$ cat src/hw/rtl/hbbc_ram.sv
`timescale 1ns / 1ps
// ----------------------------------------------------------------------------
// hbbc_ram
// Generic single-write, single-read RAM with registered read data.
// ----------------------------------------------------------------------------
module hbbc_ram #(
   parameter int WIDTH = 8,
   parameter int DEPTH = 2,
   localparam int AW   = (DEPTH > 1) ? $clog2(DEPTH) : 1
) (
   input  logic             clock,
   input  logic             wr_en,
   input  logic [AW-1:0]    wr_addr,
   input  logic [WIDTH-1:0] wr_data,
   input  logic [AW-1:0]    rd_addr,
   output logic [WIDTH-1:0] rd_data
);

   logic [WIDTH-1:0] mem [DEPTH];

   // write port
   always_ff @(posedge clock) begin
      if (wr_en) begin
         mem[wr_addr] <= wr_data;
      end
   end

   // registered read port
   always_ff @(posedge clock) begin
      rd_data <= mem[rd_addr];
   end

endmodule

$ cat config.mk
export PLATFORM = sky130hd
export DESIGN_NAME = hbbc_ram
export DESIGN_NICKNAME = d
export VERILOG_FILES = /design/src/hw/rtl/hbbc_ram.sv
export SDC_FILE = /design/constraint.sdc
export NUM_CORES = 1
export LEC_CHECK = 0
export BUFFER_PORTS_ARGS = -buffer_cell sky130_fd_sc_hd__buf_4
export CORE_ASPECT_RATIO = 0.9
export CORE_MARGIN = 2
export CORE_UTILIZATION = 48
export DETAILED_ROUTE_END_ITERATION = 16
export PLACE_DENSITY = 0.79
export RECOVER_POWER = 25
export SLEW_MARGIN = 5
export SYNTH_ARGS = -nofsm -noshare
export SYNTH_HDL_FRONTEND = slang
export SYNTH_SLANG_ARGS = --single-unit
$ cat constraint.sdc
create_clock -name clock -period 0.9 [get_ports clock]
set_input_delay 0.045 -clock clock [delete_from_list [all_inputs] [get_ports clock]]
set_output_delay 0.045 -clock clock [all_outputs]
set_load 0.05 [all_outputs]
-- After elaboration in Yosys (flattened, before gate mapping)
Memories as Yosys holds them, arrays and structs flattened. A register that Yosys moved wholly into a read port is not among the register bits.
Index checks and enable logic that the tools add are counted.
- flip-flop bits (word level): 0
- RAM bits: 16
- bits of input ports: 12
- output and inout bits: 8
- memories kept: 1
- mux-type cells: 2
- memories (memory ; depth ; width ; rd ports ; clocked after Yosys merged registers in ; wr ports ; line ; source):
    mem ; 2 ; 8 ; 1 ; 1 ; 1 ; 19 ; logic [WIDTH-1:0] mem [DEPTH];
- operators by type and width (kind ; number):
    $mux W1 ; 2

-- Logic depth before layout (Yosys ltp)
- word-level depth: 2
- depth in mapped cells: 2

-- Worst setup path after synthesis
OpenSTA, ideal clock, no wires.
- path type: input to register
- start: input wr_en
- end: memory mem[0][0] (enable)
- setup time: 373 ps
- arrival: 465 ps
- data required time: 527 ps
- path slack: 62 ps
- cell stages on the path: 1
- buffers on the path: 0
- cells stage by stage: nor2b_1
- word-level cells in the longest chain between the ends: 2
- ends and longest elaborated chain (item ; line ; source):
    start, declared ; 12 ; input logic wr_en,
    $mux W1 ; 23 ; if (wr_en) begin
    $mux W1 (implied by the code) ; 24 ; mem[wr_addr] <= wr_data;
    end, declared ; 19 ;
Every way passes these cells.

-- Worst setup path after layout
- start: register rd_data[7] (read register of mem)
- end: output rd_data[7]
- RTL lines (item ; line ; source):
    start, declared ; 16 ; output logic [WIDTH-1:0] rd_data
No word-level cell between the ends.

==> run_results.csv <==
group,metric,value,unit
drt,via_per_inst,4.47,
pwr,p_switching,493,uW
global_routing,globalRouteTotalUtil,12.0,%
worst_setup_path,slowest_stage,"dfxtp_1",
pwr,swShare,20.9,%
layout,area_growth,40.0,%
global_routing,antenna_found_initial,0,
logic_synthesis,yosysTopAreaCell,"edfxtp_1",
worst_setup_path,crit_family,"flip-flops",
logic_synthesis,syn_avg_cell_area,22.4,um^2
layout,stdcell_area,1100,um^2
pwr,power_frac_seq,54.5,%
clocking,clock-sinks,24,
floorplan,die_w,46.6,um
pwr,comb_power_share,14.0,%
clocking,htreeDepth,1,
worst_setup_path,worstSetupStartpointType,"register",
drt,ant_nets,0,
timing,worst_slew_pin_slew,0.486,ns
clocking,cts_tree,"yes",
logic_synthesis,synth.area.top_cells,"edfxtp_1 (61%), dfxtp_1 (20%), mux2_4 (15%)",
floorplan,start_util,53.0,%
worst_hold_path,min_to,"rd_data[2]",
timing,setup_viol,0,
worst_setup_path,path_cells,"buf_4",
drt,wirelength,950,um
floorplan,coreArea,1480,um^2
worst_setup_path,path_class,"register to output port",
worst_hold_path,worstHoldPathCells,2,
worst_setup_path,critical-path-max-stage-delay,0.33,ns
placement,placed_cell_area,951,um^2
logic_synthesis,synth.distinct_cells,6,
layout,seqCellArea,641,um^2
global_routing,grt_pass1_wl,1610,um
drt,remaining_drc_errors,0,
logic_synthesis,synthCells,35,
floorplan,rows,13,
drt,drtPass1Iterations,2,
logic_synthesis,netlist_area,785,um^2
worst_setup_path,r2r_slack,0.13,ns
worst_hold_path,min_path_type,"input port to register",
layout,n_antenna_cell,0,
global_routing,grt_pass1_vias,388,
timing,tns,0,ns
floorplan,fp.dieH,42.4,um
timing,grt_setup_unrepaired,"false",
worst_setup_path,worstReg2RegStart,"mem[0][7]",
pwr,power.internal,1870,uW
layout,final_nets,79,
clocking,path_clk_slew,0.12,ns
pwr,leakagePower,0.000445,uW
clocking,clockBufferDepth,2,
global_routing,grt_max_degree,15,
clocking,post_cts_buffers,0,
floorplan,ios,20,
timing,fmax,1.17,GHz
logic_synthesis,async_flop_share,0,%
timing,drv_slew,0,
worst_hold_path,hold_start,"rd_addr",
timing,slew_headroom,67.6,%
worst_setup_path,timing.rr.end,"rd_data[7]",
drt,dr.first_iter.drc_count,1,
logic_synthesis,synth_top_area_share,61.2,%
pwr,ir_drop,0.00142,V
global_routing,grt_remaining_overflow,0,
timing,skew,0.000776,ns
layout,fillers,91,
logic_synthesis,yosys-top-cells-count,"edfxtp_1 (16), dfxtp_1 (8), mux2_4 (8)",
worst_setup_path,critical_path_arrival,0.81,ns
clocking,clock_latency,0.30,ns
timing,timing.final.crit_share,95.4,%
timing,hold_violations,0,
worst_setup_path,reg2reg_depth,1,
clocking,cts-root-buf,"clkbuf_4",
logic_synthesis,synth_edf_count,16,
worst_setup_path,cp_data_required_time,0.85,ns
floorplan,dieArea,1970,um^2
logic_synthesis,synth_ff_type,"edfxtp_1",
logic_synthesis,synth-seq-cells,24,
drt,vias,393,
pwr,share_clk_of_total_power,31.5,%
worst_setup_path,crit_path_end_kind,"output port",
outcome,status,"finished, final reports clean",
layout,drive_gt1_share,45.5,%
placement,gp_congestion,0.698,
pwr,p_per_area,2150,nW/um^2
timing,period_needed,0.858,ns
clocking,cts_buffers,3,
layout,multi_input_comb_area,133,um^2
logic_synthesis,postSynthNetCount,47,
drt,avgRoutedWirePerCell,10.8,um
logic_synthesis,yosysWarnings,0,
placement,portBuffers,19,
logic_synthesis,synth.most_common_cell,"edfxtp_1",
worst_setup_path,crit_start,"rd_data[7]",
logic_synthesis,ys_seq_area_share,81.7,%
worst_setup_path,crit_cells,1,
flow_run,drv_cap,0,
worst_setup_path,worst-path-buf-inv,1,
worst_setup_path,cp_max_fo,1,
## metrics by stage
stage	instances	utilization, %	hold slack [ns]	power [uW]	setup WS, ns
floorplan	35	-	0.144	1500	0.0616
finish	88	74.2	0.113	2360	0.0417
CTS	88	73.2	0.110	2360	0.0180
global route	88	74.2	0.101	2460	0.000182
detailed placement	76	64.2	0.233	1600	0.106
global placement	76	64.2	0.232	1600	0.114
## flip-flops by register name, summed over array words and instances, names as in the netlist
signal and count:
rd_data 8, mem 16
## cell families (layout without fill, tap and decap cells)
logic type | after synthesis | count (layout) | share of synthesized area [%]
and+or+nand+nor | 2 | 2 | 1.60
buffers and inverters | 1 | 32 | 1.44
muxes | 8 | 8 | 15.3
DFF | 24 | 24 | 81.7
## routing by layer
layer  vias to the layer above  routed length, um  GRT usage (%)
met2                        14                511           21.1
met5                         -                  0              0
li1                        191                  -              -
met1                       186                392           14.3
met4                         0                  4           3.33
met3                         2                 41           2.59
## cells in the final DEF, fill, tap and decap left out, drive strengths merged
master	netlist	final
mux2	8	8
and2	1	1
dlygate4sd3	0	8
buf	1	18
nor2b	1	1
bufinv	0	1
dfxtp	8	8
edfxtp	16	16
clkbuf	0	5
## how the worst max path moves through the flow
stage,endpoint,slack (ns)
after detailed placement,mem[1][4],0.11
after CTS,rd_data[0],0.02
final,rd_data[7],0.04
after global placement,mem[1][4],0.11
after global routing,rd_data[7],0.0002
after floorplan,mem[0][0],0.06
## power groups by stage
stage               clock [uW]  sequential [uW]  combinational (uW)
floorplan                    0             1420                75.9
global placement             0             1310                 292
detailed placement           0             1310                 295
CTS                        758             1280                 322
global route               817             1300                 352
finish                     744             1290                 331
## what timing repair did
action,4_1_cts,5_1_grt
endpoints found under the hold margin,16,0
setup endpoints to repair,0,6
gates resized for setup,0,6
hold buffers,8,0
## layout make-up
| cell class | instances | share of cell area [%] |
|---|---|---|
| flip-flops and latches | 24 | 58.3 |
| repair buffers | 28 | 22.3 |
| multi-input cells | 10 | 12.1 |
| clock inverters | 1 | 2.73 |
| well taps | 22 | 2.51 |
| clock buffers | 3 | 2.05 |
Note: power is estimated with default switching activity, not from simulation.
